[src/sv/lfc_pkg.sv]
`timescale 1ns / 1ps
// Shared constants and types of the Laplacian filter.
// No dependencies; imported by the top level, lfc_front, lfc_jobq and lfc_back.
package lfc_pkg;

    localparam int MAX_WIDTH     = 2048;
    localparam int PIXEL_BITS    = 16;
    localparam int FRAC_BITS     = 16;
    localparam int ADDR_BITS     = $clog2(MAX_WIDTH);
    localparam int W_BITS        = 12;
    localparam int H_BITS        = 13;
    localparam int CFG_DATA_BITS = 13;
    localparam int OUT_BITS      = 32;
    localparam int WIN           = 5;

    // Accumulator and magnitude widths; the 5x5 kernel has weight sum 64.
    localparam int ACC_BITS  = PIXEL_BITS + 7;
    localparam int MAG_BITS  = ACC_BITS - 1;
    // Magnitudes of the 8-shaped kernel stay below 24 * 2^(PIXEL_BITS-1).
    localparam int MAG3_BITS = PIXEL_BITS + 4;
    localparam int REC_SHIFT = MAG3_BITS + 2;
    localparam int REC_BITS  = REC_SHIFT - 1;
    localparam int REC_MULT  = (2 ** REC_SHIFT + 2) / 3;
    localparam int A_BITS    = MAG3_BITS - 1;
    localparam int Q_BITS    = OUT_BITS + 1;

    localparam int JQ_DEPTH = 4;
    localparam int OQ_DEPTH = 8;

    localparam logic [1:0] REG_KERNEL_SELECT = 2'd0;
    localparam logic [1:0] REG_IMAGE_WIDTH   = 2'd1;
    localparam logic [1:0] REG_IMAGE_HEIGHT  = 2'd2;

    localparam logic [1:0] KS_CROSS4   = 2'd0;
    localparam logic [1:0] KS_UNIFORM8 = 2'd1;
    localparam logic [1:0] KS_SHAPED8  = 2'd2;
    localparam logic [1:0] KS_WIDE5    = 2'd3;

    typedef logic signed [PIXEL_BITS-1:0] pix_t;
    typedef pix_t [WIN-1:0][WIN-1:0] win_t;

    typedef struct packed {
        logic                 valid;
        logic [1:0]           index;
        logic [CFG_DATA_BITS-1:0] data;
    } cfg_wr_t;

    typedef struct packed {
        logic [ADDR_BITS-1:0] x0;
        logic [1:0]           cnt;
        logic [ADDR_BITS-1:0] col;
        logic [H_BITS-1:0]    rin;
        logic [H_BITS-1:0]    y;
        logic [W_BITS-1:0]    w;
        logic [H_BITS-1:0]    h;
        logic [1:0]           ks;
    } job_meta_t;

    typedef struct packed {
        win_t      win;
        job_meta_t meta;
    } job_t;

    typedef struct packed {
        logic [OUT_BITS-1:0] value;
        logic                row_end;
        logic                frame_end;
        logic                run_last;
    } res_t;

endpackage

[src/sv/lfc_jobq.sv]
`timescale 1ns / 1ps
// Short queue of window jobs between the front end and the arithmetic back end.
// Depends on lfc_pkg.
module lfc_jobq (
    input  logic          clk,
    input  logic          rst_n,
    input  logic          push,
    input  lfc_pkg::job_t din,
    input  logic          pop,
    output logic          valid,
    output lfc_pkg::job_t dout
);
    import lfc_pkg::*;

    localparam int PTR_BITS = $clog2(JQ_DEPTH);
    localparam int CNT_BITS = $clog2(JQ_DEPTH + 1);

    job_t                mem_reg [JQ_DEPTH];
    logic [PTR_BITS-1:0] wr_ptr_reg;
    logic [PTR_BITS-1:0] rd_ptr_reg;
    logic [CNT_BITS-1:0] count_reg;

    assign valid = count_reg != '0;
    assign dout  = mem_reg[rd_ptr_reg];

    always_ff @(posedge clk or negedge rst_n)
    begin
        if (!rst_n)
        begin
            wr_ptr_reg <= '0;
            rd_ptr_reg <= '0;
            count_reg  <= '0;
        end
        else
        begin
            if (push)
                wr_ptr_reg <= wr_ptr_reg + PTR_BITS'(1);
            if (pop)
                rd_ptr_reg <= rd_ptr_reg + PTR_BITS'(1);
            count_reg <= count_reg + CNT_BITS'(push) - CNT_BITS'(pop);
        end
    end

    always_ff @(posedge clk)
    begin
        if (push)
            mem_reg[wr_ptr_reg] <= din;
    end

endmodule

[config.mk]
export PLATFORM = sky130hd
export DESIGN_NAME = lfc_jobq
export DESIGN_NICKNAME = d
export VERILOG_FILES = /design/src/sv/lfc_pkg.sv /design/src/sv/lfc_jobq.sv
export SDC_FILE = /design/constraint.sdc
export NUM_CORES = 1
export LEC_CHECK = 0
export BUFFER_PORTS_ARGS = -buffer_cell sky130_fd_sc_hd__buf_2
export CAP_MARGIN = 20
export CORE_MARGIN = 4
export CORE_UTILIZATION = 25
export CTS_BUF_LIST = sky130_fd_sc_hd__clkbuf_2 sky130_fd_sc_hd__clkbuf_4 sky130_fd_sc_hd__clkbuf_8
export DETAILED_ROUTE_END_ITERATION = 10
export GPL_TIMING_DRIVEN = 0
export PLACE_DENSITY_LB_ADDON = 0.15
export SYNTH_ARGS = -nofsm -noshare
export SYNTH_HDL_FRONTEND = slang
export SYNTH_SLANG_ARGS = --single-unit
[constraint.sdc]
create_clock -name clk -period 12.3 [get_ports clk]
set_clock_uncertainty 0.05 [all_clocks]
set_input_delay 3.69 -clock clk [delete_from_list [all_inputs] [get_ports clk]]
set_output_delay 3.69 -clock clk [all_outputs]
set_load 0.005 [all_outputs]
==> flow_summary.yaml <==
clock_network:
  post-cts-setup-buffer-count: 0
  clock_path_buffers: 4
  cts_root_buf: "clkbuf_8"
  clkLatencyLatePin_ns: 0.95
  cts_made_buffers: 351
  clk_pin_slew_worst_paths_ns: 0.06
  cts_sinks: 1915
  cts_hold_buf: 0
  cts_tree: "done"
  h-tree-depth: 5
  post_cts_resized: 0
floorplanning:
  ioPinCount: 959
  initial_utilization: 0.252
  core_area_mm2: 0.275
  fp.dieW_um: 534
  die-area_mm2: 0.285
  die_h_um: 534
  rows: 192
run:
  drv_cap: 0
grt:
  grt_pass1_vias: 35400
  antenna_found_initial: 168
  grt_use_total: 0.136
  grt-ovfl-total: 0
  grt_max_degree: 50
  grt_pass1_wl_um: 278000
power_and_ir_drop:
  power.density_mw_per_mm2: 243
  p_leak_uw: 0.0291
  peakVddDrop_mv: 0.105
sta:
  worstMarginPinSlew_ns: 0.971
  relSlewSlack: 0.353
  finalSetupViolations: 0
  fmax_mhz: 138
  hold_viol: 0
  whs_ns: 0.478
  rsz0062_at_grt: "false"
  fin_crit_sh: 0.587
  min_period_ns: 7.23
  finalMaxSlewViolations: 0
drt:
  wirelength_um: 201000
  final_antenna_net_count: 0
  drtIter0Drc: 1898
  drc: 0
  vias_per_cell: 4.18
  vias: 32900
  post_drt_wl_per_cell_um: 25.5
  dr.pass1.iters: 4
synthesis:
  synth_warnings: 0
  ys_ff_latch: 1915
  synth_top_area_share: 0.828
  ys.flop_type: "edfxtp_1"
  yosysTopAreaCell: "edfxtp_1"
  synth_edf_count: 1908
  synth_area_leaders: "edfxtp_1, mux4_2, buf_6"
  seq_area_frac_synth: 0.831
  yosysUniqueCellTypes: 16
  synthArstFlopShare: 0.00366
  synth_area_mm2: 0.0692
  synthCells: 2524
  synth.avg_cell_area_um2: 27.4
  synth_nets: 3012
cells_and_area:
  register_area_mm2: 0.0575
  area_delta_synth_final_pct: 25.5
  multi_input_area_mm2: 0.0109
  stdcell_area_mm2: 0.0868
  nFillCells: 26500
  largest_reg_flops: 1908
  layout-drive-gt1-share: 0.513
  nets: 4371
placed_design:
  post_dp_cell_area_mm2: 0.0799
  finalWeightedCongestion: 0.726
  portBuffers: 958
  hpwlAfterDp_um: 137000
worst_setup_path:
  crit_top_cell: "buf_2"
  worstSetupEndpointType: "output port"
  path_class: "register to output port"
  crit_path_max_fanout: 11
  start_kind: "register"
  cpPeakStageDelay_ns: 0.76
  worstPathArrival_ns: 3.49
  worstPathCellList: "buf_4 -> clkbuf_1 -> buf_2 -> mux4_2 -> buf_2"
  cp_slowest_cell: "clkbuf_1"
  critPathRequiredTime_ns: 8.56
outcome:
  status: "completed"
min_path:
  min_path_type: "register to register"
-- placed cells by master (no fill, tap or decap) --
master      count
buf_6          35
clkinv_1       67
dfrtp_1         7
xnor2_1         3
buf_2        1006
buf_8           1
clkinvlp_4      6
xor2_1          2
bufinv_16      11
or3_1           1
clkinv_8        5
buf_16         40
inv_12          5
diode_2        51
mux4_2        477
clkbuf_8      354
fa_1            1
clkinv_2       28
nand2_1         2
o21ai_0         1
clkbuf_1       12
buf_12          7
buf_4          11
inv_6           3
clkbuf_4      125
inv_1           6
and2_4          4
inv_16          1
inv_8           4
edfxtp_1     1908
ha_1            6
-- where the power goes --
group / switching [µW] / internal (µW) / leakage, µW
clock network: 2650 / 3300 / 0.00361
registers: 208 / 8510 / 0.0176
logic: 3680 / 2760 / 0.00793
total: 6540 / 14600 / 0.0291
-- final cells by class --
class	count	area share
antenna	51	0.00147
tap	3686	0.0531
multi-input combinational	497	0.126
buffer	106	0.00878
timing repair buffer	1006	0.0697
inverter	6	0.000259
clock buffer	479	0.0669
sequential	1915	0.662
clock inverter	130	0.0118
-- kinds of logic (layout without fill, tap and decap cells) --
family / count (synthesis) / after routing / share of synthesized area
xor+xnor: 5 / 5 / 0.000633
simple gates: 7 / 7 / 0.000561
flops: 1915 / 1915 / 0.831
mux: 477 / 477 / 0.155
compound gates: 1 / 1 / 0.0000723
other cells: 0 / 51 / 0
buf+inv: 112 / 1727 / 0.0113
fa+ha+maj: 7 / 7 / 0.00137
-- cell usage after synthesis, types with 3 or more instances --
master	n
buf_6	35
edfxtp_1	1908
ha_1	6
inv_1	6
buf_2	48
and2_1	4
buf_4	11
xnor2_1	3
clkbuf_1	12
dfrtp_1	7
mux4_2	477
-- worst paths after layout --
check	from	end	slack (ns)	cells past startpoint
worst max register to register	wr_ptr_reg[0]$_DFFE_PN0P_	mem_reg[0][174]$_DFFE_PP_	8.92	9
max in group asynchronous	rst_n	wr_ptr_reg[1]$_DFFE_PN0P_	9.54	1
worst max-delay path	rd_ptr_reg[1]$_DFFE_PN0P_	dout[65]	5.07	5
min in group asynchronous	rst_n	count_reg[0]$_DFF_PN0_	2.51	1
worst min register to register	wr_ptr_reg[0]$_DFFE_PN0P_	wr_ptr_reg[0]$_DFFE_PN0P_	0.48	1
worst min-delay path	wr_ptr_reg[0]$_DFFE_PN0P_	wr_ptr_reg[0]$_DFFE_PN0P_	0.48	1
-- per-layer routing --
metal / GRT usage / up-vias / part of all wire
met5: 0 / - / 0.0020
met4: 0.0575 / 64 / 0.040
met3: 0.0551 / 542 / 0.092
met2: 0.223 / 1198 / 0.49
met1: 0.158 / 17200 / 0.38
li1: - / 13900 / -
-- critical path, delay by kind of cell (launching register included) --
family	cells	cell delay, ns
mux	1	0.45
buf+inv	4	1.71
flops	1	0.32
-- stage by stage --
stage	setup slack, ns	setup TNS [ns]	std cells	utilization	total power [µW]
2_1_floorplan	-2.98	-1421.00	2524	-	12500
3_3_place_gp	-15.42	-	7168	0.286	16300
3_5_place_dp	5.46	0	7216	0.291	15600
4_1_cts	4.68	0	7825	0.316	21700
5_1_grt	4.77	0	7845	0.316	22300
6_report	5.07	0	7876	0.316	21100
No activity file was read; power rests on OpenSTA's default activity.
