[config.mk]
export PLATFORM = sky130hd
export DESIGN_NAME = lfc_back
export DESIGN_NICKNAME = d
export VERILOG_FILES = /design/src/sv/lfc_pkg.sv /design/src/sv/lfc_back.sv
export SDC_FILE = /design/constraint.sdc
export NUM_CORES = 2
export LEC_CHECK = 0
export ABC_AREA = 1
export BUFFER_PORTS_ARGS = -buffer_cell sky130_fd_sc_hd__buf_2
export CAP_MARGIN = 20
export CORE_ASPECT_RATIO = 1.25
export CORE_UTILIZATION = 58
export CTS_CLUSTER_SIZE = 24
export DETAILED_ROUTE_END_ITERATION = 12
export MAX_ROUTING_LAYER = met4
export PLACE_DENSITY = 0.8
export SLEW_MARGIN = 10
export SYNTH_ARGS = -nofsm -noshare
export SYNTH_HDL_FRONTEND = slang
export SYNTH_SLANG_ARGS = --single-unit
[constraint.sdc]
create_clock -name clk -period 6.85 [get_ports clk]
set_input_delay 2.055 -clock clk [delete_from_list [all_inputs] [get_ports clk]]
set_output_delay 2.055 -clock clk [all_outputs]
set_load 0.02 [all_outputs]
[src/sv/lfc_pkg.sv]
`timescale 1ns / 1ps
// Shared constants and types of the Laplacian filter.
// No dependencies; imported by the top level, lfc_front, lfc_jobq and lfc_back.
package lfc_pkg;

    localparam int MAX_WIDTH     = 2048;
    localparam int PIXEL_BITS    = 16;
    localparam int FRAC_BITS     = 16;
    localparam int ADDR_BITS     = $clog2(MAX_WIDTH);
    localparam int W_BITS        = 12;
    localparam int H_BITS        = 13;
    localparam int CFG_DATA_BITS = 13;
    localparam int OUT_BITS      = 32;
    localparam int WIN           = 5;

    // Accumulator and magnitude widths; the 5x5 kernel has weight sum 64.
    localparam int ACC_BITS  = PIXEL_BITS + 7;
    localparam int MAG_BITS  = ACC_BITS - 1;
    // Magnitudes of the 8-shaped kernel stay below 24 * 2^(PIXEL_BITS-1).
    localparam int MAG3_BITS = PIXEL_BITS + 4;
    localparam int REC_SHIFT = MAG3_BITS + 2;
    localparam int REC_BITS  = REC_SHIFT - 1;
    localparam int REC_MULT  = (2 ** REC_SHIFT + 2) / 3;
    localparam int A_BITS    = MAG3_BITS - 1;
    localparam int Q_BITS    = OUT_BITS + 1;

    localparam int JQ_DEPTH = 4;
    localparam int OQ_DEPTH = 8;

    localparam logic [1:0] REG_KERNEL_SELECT = 2'd0;
    localparam logic [1:0] REG_IMAGE_WIDTH   = 2'd1;
    localparam logic [1:0] REG_IMAGE_HEIGHT  = 2'd2;

    localparam logic [1:0] KS_CROSS4   = 2'd0;
    localparam logic [1:0] KS_UNIFORM8 = 2'd1;
    localparam logic [1:0] KS_SHAPED8  = 2'd2;
    localparam logic [1:0] KS_WIDE5    = 2'd3;

    typedef logic signed [PIXEL_BITS-1:0] pix_t;
    typedef pix_t [WIN-1:0][WIN-1:0] win_t;

    typedef struct packed {
        logic                 valid;
        logic [1:0]           index;
        logic [CFG_DATA_BITS-1:0] data;
    } cfg_wr_t;

    typedef struct packed {
        logic [ADDR_BITS-1:0] x0;
        logic [1:0]           cnt;
        logic [ADDR_BITS-1:0] col;
        logic [H_BITS-1:0]    rin;
        logic [H_BITS-1:0]    y;
        logic [W_BITS-1:0]    w;
        logic [H_BITS-1:0]    h;
        logic [1:0]           ks;
    } job_meta_t;

    typedef struct packed {
        win_t      win;
        job_meta_t meta;
    } job_t;

    typedef struct packed {
        logic [OUT_BITS-1:0] value;
        logic                row_end;
        logic                frame_end;
        logic                run_last;
    } res_t;

endpackage

[src/sv/lfc_back.sv]
`timescale 1ns / 1ps
// Back end: walks the output columns of each job, convolves, normalizes, queues results.
// Depends on lfc_pkg.
module lfc_back (
    input  logic          clk,
    input  logic          rst_n,
    input  logic          job_valid,
    input  lfc_pkg::job_t job,
    output logic          job_pop,
    input  logic          pop,
    output logic          empty,
    output lfc_pkg::res_t res
);
    import lfc_pkg::*;

    localparam int OQ_PTR_BITS = $clog2(OQ_DEPTH);
    localparam int OQ_CNT_BITS = $clog2(OQ_DEPTH + 1);
    localparam int IDX_BITS    = 15;

    // Fraction left by the remainder of a division by three, rounded as the kernel needs.
    function automatic logic [FRAC_BITS-1:0] third_frac(input logic [1:0] rem);
        logic [FRAC_BITS-1:0] f;
        case (rem)
            2'd1:    f = FRAC_BITS'((2 ** FRAC_BITS + 12) / 24);
            2'd2:    f = FRAC_BITS'((2 * 2 ** FRAC_BITS + 12) / 24);
            default: f = '0;
        endcase
        return f;
    endfunction

    logic [1:0]             k_reg;
    logic [OQ_CNT_BITS-1:0] oq_used_reg;
    logic                   issue;
    logic                   last_k;
    logic [ADDR_BITS-1:0]   x;
    logic [2:0]             ri [WIN];
    logic [2:0]             ci [WIN];
    win_t                   gath;

    logic signed [IDX_BITS-1:0] ys, yt, hmax, xs, xt, wmax;

    logic       s1_valid_reg, s2_valid_reg, s3_valid_reg, s4_valid_reg;
    win_t       s1_g_reg;
    logic [1:0] s1_ks_reg, s2_ks_reg, s3_ks_reg;
    logic [2:0] s1_flags_reg, s2_flags_reg, s3_flags_reg, s4_flags_reg;

    logic signed [ACC_BITS-1:0] ctr, e_sum, d_sum, o_sum, acc;
    logic signed [ACC_BITS-1:0] s2_acc_reg;

    logic                          neg;
    logic [MAG_BITS-1:0]           mag;
    logic                          s3_neg_reg, s4_neg_reg;
    logic [MAG_BITS-1:0]           s3_mag_reg;
    logic [MAG3_BITS+REC_BITS-1:0] s3_prod_reg;

    logic [A_BITS-1:0]    a_div;
    logic [MAG3_BITS-1:0] rem;
    logic [Q_BITS-1:0]    q;
    logic [Q_BITS-1:0]    s4_q_reg;

    logic [Q_BITS-1:0] qs;
    logic [Q_BITS-1:0] qn;
    res_t              wr_res;

    res_t                   oq_mem [OQ_DEPTH];
    logic [OQ_PTR_BITS-1:0] oq_wr_reg;
    logic [OQ_PTR_BITS-1:0] oq_rd_reg;
    logic [OQ_CNT_BITS-1:0] oq_cnt_reg;
    logic                   pop_acc;

    // Issue one output column per cycle while a job waits and a result queue slot is free.
    always_comb
    begin
        issue   = job_valid && (oq_used_reg < OQ_CNT_BITS'(OQ_DEPTH));
        last_k  = k_reg == (job.meta.cnt - 2'd1);
        job_pop = issue && last_k;
        x       = job.meta.x0 + ADDR_BITS'(k_reg);
        hmax    = signed'({2'b00, job.meta.h}) - IDX_BITS'(1);
        wmax    = signed'({3'b000, job.meta.w}) - IDX_BITS'(1);
        for (int i = 0; i < WIN; i++)
        begin
            ys = signed'({2'b00, job.meta.y}) + IDX_BITS'(i - 2);
            if (ys < 0)
                ys = '0;
            else if (ys > hmax)
                ys = hmax;
            yt = ys - signed'({2'b00, job.meta.rin}) + IDX_BITS'(4);
            if (yt < 0)
                yt = '0;
            else if (yt > IDX_BITS'(4))
                yt = IDX_BITS'(4);
            ri[i] = yt[2:0];
        end
        for (int j = 0; j < WIN; j++)
        begin
            xs = signed'({4'b0000, x}) + IDX_BITS'(j - 2);
            if (xs < 0)
                xs = '0;
            else if (xs > wmax)
                xs = wmax;
            xt = xs - signed'({4'b0000, job.meta.col}) + IDX_BITS'(4);
            if (xt < 0)
                xt = '0;
            else if (xt > IDX_BITS'(4))
                xt = IDX_BITS'(4);
            ci[j] = xt[2:0];
        end
        for (int i = 0; i < WIN; i++)
        begin
            for (int j = 0; j < WIN; j++)
            begin
                gath[i][j] = job.win[ri[i]][ci[j]];
            end
        end
    end

    always_ff @(posedge clk or negedge rst_n)
    begin
        if (!rst_n)
        begin
            k_reg        <= '0;
            s1_valid_reg <= 1'b0;
            s2_valid_reg <= 1'b0;
            s3_valid_reg <= 1'b0;
            s4_valid_reg <= 1'b0;
        end
        else
        begin
            if (issue)
                k_reg <= last_k ? 2'd0 : (k_reg + 2'd1);
            s1_valid_reg <= issue;
            s2_valid_reg <= s1_valid_reg;
            s3_valid_reg <= s2_valid_reg;
            s4_valid_reg <= s3_valid_reg;
        end
    end

    always_ff @(posedge clk)
    begin
        s1_g_reg        <= gath;
        s1_ks_reg       <= job.meta.ks;
        s1_flags_reg[2] <= ({1'b0, x} == (job.meta.w - W_BITS'(1)));
        s1_flags_reg[1] <= ({1'b0, x} == (job.meta.w - W_BITS'(1)))
                           && (job.meta.y == (job.meta.h - H_BITS'(1)));
        s1_flags_reg[0] <= last_k;
    end

    // Weighted sum with constant weights; taps are indexed as [dy+2][dx+2].
    always_comb
    begin
        ctr   = ACC_BITS'(s1_g_reg[2][2]);
        e_sum = ACC_BITS'(s1_g_reg[1][2]) + ACC_BITS'(s1_g_reg[2][1])
              + ACC_BITS'(s1_g_reg[2][3]) + ACC_BITS'(s1_g_reg[3][2]);
        d_sum = ACC_BITS'(s1_g_reg[1][1]) + ACC_BITS'(s1_g_reg[1][3])
              + ACC_BITS'(s1_g_reg[3][1]) + ACC_BITS'(s1_g_reg[3][3]);
        o_sum = ACC_BITS'(s1_g_reg[0][2]) + ACC_BITS'(s1_g_reg[2][0])
              + ACC_BITS'(s1_g_reg[2][4]) + ACC_BITS'(s1_g_reg[4][2]);
        case (s1_ks_reg)
            KS_CROSS4:   acc = (ctr <<< 2) - e_sum;
            KS_UNIFORM8: acc = (ctr <<< 3) - e_sum - d_sum;
            KS_SHAPED8:  acc = (ctr <<< 3) + (ctr <<< 2) - d_sum - (e_sum <<< 1);
            default:     acc = (ctr <<< 4) + (ctr <<< 2) - (e_sum <<< 3)
                               + (d_sum <<< 1) + o_sum;
        endcase
    end

    always_ff @(posedge clk)
    begin
        s2_acc_reg   <= acc;
        s2_ks_reg    <= s1_ks_reg;
        s2_flags_reg <= s1_flags_reg;
    end

    // Magnitude and the reciprocal product used to divide by three.
    always_comb
    begin
        neg = s2_acc_reg < 0;
        mag = neg ? MAG_BITS'(-s2_acc_reg) : MAG_BITS'(s2_acc_reg);
    end

    always_ff @(posedge clk)
    begin
        s3_neg_reg   <= neg;
        s3_mag_reg   <= mag;
        s3_prod_reg  <= mag[MAG3_BITS-1:0] * REC_BITS'(REC_MULT);
        s3_ks_reg    <= s2_ks_reg;
        s3_flags_reg <= s2_flags_reg;
    end

    // Normalized magnitude: a shift for power-of-two sums, quotient and remainder for 24.
    always_comb
    begin
        a_div = s3_prod_reg[REC_SHIFT +: A_BITS];
        rem   = s3_mag_reg[MAG3_BITS-1:0]
              - (MAG3_BITS'(a_div) + MAG3_BITS'({a_div, 1'b0}));
        case (s3_ks_reg)
            KS_CROSS4:   q = Q_BITS'(s3_mag_reg) << (FRAC_BITS - 3);
            KS_UNIFORM8: q = Q_BITS'(s3_mag_reg) << (FRAC_BITS - 4);
            KS_SHAPED8:  q = (Q_BITS'(a_div) << (FRAC_BITS - 3))
                             + Q_BITS'(third_frac(rem[1:0]));
            default:     q = Q_BITS'(s3_mag_reg) << (FRAC_BITS - 6);
        endcase
    end

    always_ff @(posedge clk)
    begin
        s4_q_reg     <= q;
        s4_neg_reg   <= s3_neg_reg;
        s4_flags_reg <= s3_flags_reg;
    end

    // Saturate to the signed output range and restore the sign.
    always_comb
    begin
        if (!s4_neg_reg)
        begin
            qs = (s4_q_reg > Q_BITS'({1'b0, {(OUT_BITS-1){1'b1}}}))
               ? Q_BITS'({1'b0, {(OUT_BITS-1){1'b1}}}) : s4_q_reg;
            qn = qs;
        end
        else
        begin
            qs = (s4_q_reg > Q_BITS'({1'b1, {(OUT_BITS-1){1'b0}}}))
               ? Q_BITS'({1'b1, {(OUT_BITS-1){1'b0}}}) : s4_q_reg;
            qn = '0 - qs;
        end
        wr_res.value     = qn[OUT_BITS-1:0];
        wr_res.row_end   = s4_flags_reg[2];
        wr_res.frame_end = s4_flags_reg[1];
        wr_res.run_last  = s4_flags_reg[0];
    end

    assign empty   = oq_cnt_reg == '0;
    assign res     = oq_mem[oq_rd_reg];
    assign pop_acc = pop && !empty;

    always_ff @(posedge clk or negedge rst_n)
    begin
        if (!rst_n)
        begin
            oq_wr_reg   <= '0;
            oq_rd_reg   <= '0;
            oq_cnt_reg  <= '0;
            oq_used_reg <= '0;
        end
        else
        begin
            if (s4_valid_reg)
                oq_wr_reg <= oq_wr_reg + OQ_PTR_BITS'(1);
            if (pop_acc)
                oq_rd_reg <= oq_rd_reg + OQ_PTR_BITS'(1);
            oq_cnt_reg  <= oq_cnt_reg + OQ_CNT_BITS'(s4_valid_reg) - OQ_CNT_BITS'(pop_acc);
            oq_used_reg <= oq_used_reg + OQ_CNT_BITS'(issue) - OQ_CNT_BITS'(pop_acc);
        end
    end

    always_ff @(posedge clk)
    begin
        if (s4_valid_reg)
            oq_mem[oq_wr_reg] <= wr_res;
    end

endmodule

==> qor.yml, run 1 <==
synth:
  synth.area.top_cells: "nand2_1 (18%), nand3_1 (13%), ha_1 (11%)"
  synthXorXnorAreaFrac_pct: 2.72
  synthFlopType: "dfxtp_1"
  synth_nets: 14300
  async_flop_share_pct: 3.41
  syn_inst: 12700
  yosys.area.top_type: "nand2_1"
  ys_ff_latch: 586
  ys_seq_area_share_pct: 17.7
  yosysUniqueCellTypes: 74
  ys.warnings.count: 0
  synth_adder_area_share_pct: 20.5
  synth-simple-area-share_pct: 38.7
  syn_avg_cell_area_sq_um: 6.39
  synth_top_family_by_area: "simple AND/OR/NAND/NOR gates"
  synth_compound_gate_area_share_pct: 10.2
  synth_edf_count: 248
  syn-cell-area_sq_mm: 0.0810
  synth_top_cell_area_share_pct: 17.6
  muxShareOfSynthArea_pct: 0.0124
placement:
  pre_cts_ws_ps: -2170
  place.gp.congestion: 1.33
  hpwl_microns: 346000
  io_buffers: 517
sta:
  grt-worst-endpoint: "s1_g_reg[44]$_DFF_P_/D"
  worstEpCategory: "sequential cell input"
floorplanning:
  start_util_pct: 58.7
  floorplan.rows: 152
  io_pins: 518
  die_height_microns: 420
  die_x_microns: 336
clock_network:
  root_buffer: "clkbuf_16"
  ctsLongestPathBuffers: 3
  cts_made_buffers: 60
  cts_hold_buffers: 0
  cts-htree-levels: 2
  cts_sinks: 586
grt:
  grt_use_total_pct: 78.4
  grt_overflow_total: 933
  grt_max_degree: 91
run_status:
  stop_error: "[ERROR GRT-0232] Routing congestion too high. Check the congestion heatmap in the GUI."
  lastStage: "global routing"
  status: "aborted with a tool error"
[cells by family after synthesis]
| family | Yosys count |
|---|---|
| buf+inv | 2068 |
| flops | 586 |
| fa+ha+maj | 1098 |
| mux | 1 |
| compound gates | 1468 |
| simple gates | 7203 |
| xor+xnor | 252 |
[synthesized netlist by cell type, types with 88 or more instances]
cell	n
ha_1	715
nand2_1	3803
nand3_1	2057
fa_1	383
edfxtp_1	248
o211ai_1	88
o21ai_1	144
buf_2	239
clkbuf_1	362
dfxtp_1	318
o21ai_0	548
nor2_1	685
xor2_1	186
a21oi_1	443
inv_1	1340
nand4_1	470
[per-layer routing]
| layer | overflow | track usage [%] |
|---|---|---|
| met5 | - | - |
| met4 | 249 | 76.6 |
| met3 | 44 | 59.3 |
| met2 | 591 | 94.1 |
| met1 | 49 | 78.1 |
[stage by stage]
| step | area (sq um) | std cells | TNS [ps] |
|---|---|---|---|
| 3_5_place_dp | 98500 | 16000 | -405250 |
| 4_1_cts | 104000 | 16200 | -171940 |
| 3_3_place_gp | 98400 | 16000 | -368790 |
| 2_1_floorplan | 81900 | 12700 | -223520 |
[repair_timing]
| item | CTS |
|---|---|
| gates cloned | 34 |
| setup buffers | 99 |
| gates resized for setup | 436 |
| setup endpoints to repair | 236 |
| pin swaps | 147 |
==> run 2: changes to the inputs <==
CORE_ASPECT_RATIO = default   (was 1.25)
CORE_UTILIZATION = 40   (was 58)
CTS_CLUSTER_SIZE = default   (was 24)
MAX_ROUTING_LAYER = default   (was met4)
PLACE_DENSITY = default   (was 0.8)
PLACE_DENSITY_LB_ADDON = 0.15   (was default)
clock period = 8.9 ns   (was 6.85 ns; I/O delays follow)
==> qor.yml, run 2 <==
grt:
  antenna_found_initial: 70
  grt_use_total_pct: 45.6
  grt_overflow_total: 0
  grt_pass1_wl_microns: 677000
  grt_pass1_vias: 95800
  grt_max_degree: 131
sta:
  worst_slack_ps: -132
  clock-skew-final_ps: 41.0
  setup_violations: 61
  final.period_utilization_pct: 101
  fin_crit_ps: 9030
  relSlewSlack_pct: 21.0
  fmax_mhz: 111
  worstMarginPinSlew_ps: 1170
  finalHoldViolations: 0
  rsz0062_at_grt: "true"
  maxSlewViolCount: 0
synth:
  syn_inst: 12700  # unchanged
  synth_adder_area_share_pct: 20.5  # unchanged
  syn-cell-area_sq_mm: 0.0810  # unchanged
  ys_ff_latch: 586  # unchanged
  synth_top_cell_area_share_pct: 17.6  # unchanged
  ys_seq_area_share_pct: 17.7  # unchanged
  yosysUniqueCellTypes: 74  # unchanged
  synth_compound_gate_area_share_pct: 10.2  # unchanged
  synth_top_family_by_area: "simple AND/OR/NAND/NOR gates"  # unchanged
  synth-simple-area-share_pct: 38.7  # unchanged
  async_flop_share_pct: 3.41  # unchanged
  ys.warnings.count: 0  # unchanged
  syn_avg_cell_area_sq_um: 6.39  # unchanged
  synthFlopType: "dfxtp_1"  # unchanged
  synth_edf_count: 248  # unchanged
  synth.area.top_cells: "nand2_1 (18%), nand3_1 (13%), ha_1 (11%)"  # unchanged
  muxShareOfSynthArea_pct: 0.0124  # unchanged
  synth_most_common_cell: "nand2_1"  # unchanged
  yosys.area.top_type: "nand2_1"  # unchanged
  synthXorXnorAreaFrac_pct: 2.72  # unchanged
  synth_nets: 14300  # unchanged
  synthTopCellsByCount: "nand2_1 (3803), nand3_1 (2057), inv_1 (1340), ha_1 (715), nor2_1 (685)"  # unchanged
critical_path:
  crit_path_max_fanout: 6
  cp-start-kind: "input port"
  crit_path_end_kind: "register"
  critPathTopFamily: "simple AND/OR/NAND/NOR gates"
  path_class: "input port to register"
  crit_required_ps: 9550
  crit_path_max_incr_delay_ps: 330
  critPathBufInv: 14
  worst_ep_arrival_time_ps: 9690
  crit_path_top_delay_cell: "fa_2"
  cp_common_cell: "buf_6"
final_layout:
  largest_register_ffs: 248
  nNetsFinal: 15800
  drive_gt1_share_pct: 21.1
  fin_area_sq_mm: 0.107
  syn_to_final_growth_pct: 32.6
  final_cell_mix: "nand2_1 (3656), nand3_1 (1911), inv_1 (1309), buf_4 (1250), ha_1 (666)"
  final_common_cell: "nand2_1"
  fillers: 19600
floorplanning:
  floorplan.rows: 164  # was 152
  die_area_sq_mm: 0.204
  die_height_microns: 452  # was 420 microns
  start_util_pct: 40.4  # was 58.7%
  die_x_microns: 452  # was 336 microns
  io_pins: 518  # unchanged
  core_area_sq_mm: 0.200
run_status:
  status: "complete, but fails checks"  # was aborted with a tool error
  violations: "setup timing"
clock_network:
  ctsLongestPathBuffers: 3  # unchanged
  cts-htree-levels: 3  # was 2
  clk-insertion-delay-late_ps: 710
  root_buffer: "clkbuf_16"  # unchanged
  cts_tree: "built"
  cts_sinks: 586  # unchanged
  clk_pin_slew_worst_paths_ps: 60
  cts_made_buffers: 70  # was 60
placement:
  io_buffers: 517  # unchanged
  place_area_sq_mm: 0.0993  # was 0.0985 sq mm
  hpwl_microns: 389000  # was 346000 microns
  place.gp.congestion: 1.12  # was 1.33
routing:
  antenna_left: 0
  wl_per_cell_microns: 29.1
  wl_microns: 496000
  vias_per_cell: 6.01
  initialDrtViolationCount: 13500
  drc_errors: 0
  vias: 102000
  first_pass_iters: 10
run:
  cap_violations: 0
worst_hold_path:
  hp-class: "register to register"
[run 2: per-layer routing]
metal | global-route usage, % | routed length, microns | vias up
li1 | - | - | 45400
met1 | 55.7 | 184000 | 48400
met2 | 68.2 | 205000 | 6761
met3 | 13.6 | 60900 | 1713
met4 | 32.4 | 45000 | 32
met5 | 0 | 208 | -
[run 2: worst paths after layout]
check | startpoint | to | slack (ps) | depth (start not counted)
worst max-delay path | job[66] | s1_g_reg[365]$_DFF_P_ | -130 | 50
worst min-delay path | s1_flags_reg[1]$_DFF_P_ | s2_flags_reg[1]$_DFF_P_ | 330 | 0
worst max register to register | s2_acc_reg[0]$_DFF_P_ | s3_prod_reg[39]$_DFF_P_ | 560 | 31
worst min register to register | s1_flags_reg[1]$_DFF_P_ | s2_flags_reg[1]$_DFF_P_ | 330 | 0
max in group asynchronous | rst_n | oq_rd_reg[0]$_DFFE_PN0P_ | 6580 | 1
min in group asynchronous | rst_n | oq_wr_reg[2]$_DFFE_PN0P_ | 1930 | 1
[run 2: per-stage QoR]
step | util (%) | hold WS, ps | setup TNS [ps] | worst slack, ps | std cells
floorplan | - | 310 | 0 | 6.59 | 12700
global placement | 49.5 | 312 | -216910 | -1320 | 16700
detailed placement | 49.5 | 312 | -224010 | -1390 | 16700
CTS | 51.1 | 326 | -4.75 | -4.75 | 16800
global route | 53.6 | 330 | -46570 | -342 | 17000
finish | 53.6 | 327 | -2420 | -132 | 17000
[run 2: logic make-up (layout without fill, tap and decap cells)]
logic type,after synthesis,in the layout
adder cells (fa/ha/maj),1098,1098
AO/OA/AOI/OAI,1468,1468
other,0,40
XOR/XNOR,252,252
buffers and inverters,2068,3712
multiplexers,1,1
flip-flops,586,586
AND/OR/NAND/NOR,7203,7204
[run 2: final cells by class]
| type | count | area, sq um | share of cell area (%) |
|---|---|---|---|
| clock inverter | 26 | 353 | 0.328 |
| multi-input combinational | 10000 | 61500 | 57.3 |
| clock buffer | 99 | 2010 | 1.88 |
| tap | 2656 | 3320 | 3.09 |
| sequential | 586 | 14300 | 13.3 |
| antenna | 40 | 100 | 0.0932 |
| timing repair buffer | 2220 | 20600 | 19.1 |
| inverter | 1367 | 5200 | 4.84 |
[run 2: timing repair]
action	CTS	global route
hold buffers	0	0
hold endpoints to repair	0	0
setup endpoints to repair	208	209
pin swaps	45	203
setup buffers	37	94
cloned	3	47
resized for setup	103	713
[run 2: worst reg2reg max path, delay by kind of cell (launching register included)]
| family | cells | cell delay, ps |
|---|---|---|
| XOR/XNOR | 2 | 430 |
| AND/OR/NAND/NOR | 14 | 2610 |
| flip-flops | 1 | 320 |
| buffers and inverters | 4 | 640 |
| AO/OA/AOI/OAI | 3 | 630 |
| adder cells (fa/ha/maj) | 8 | 3580 |
Power of run 2 is not shown: default switching activity piles up to over one toggle a cycle in this logic, so the estimate is an artifact.
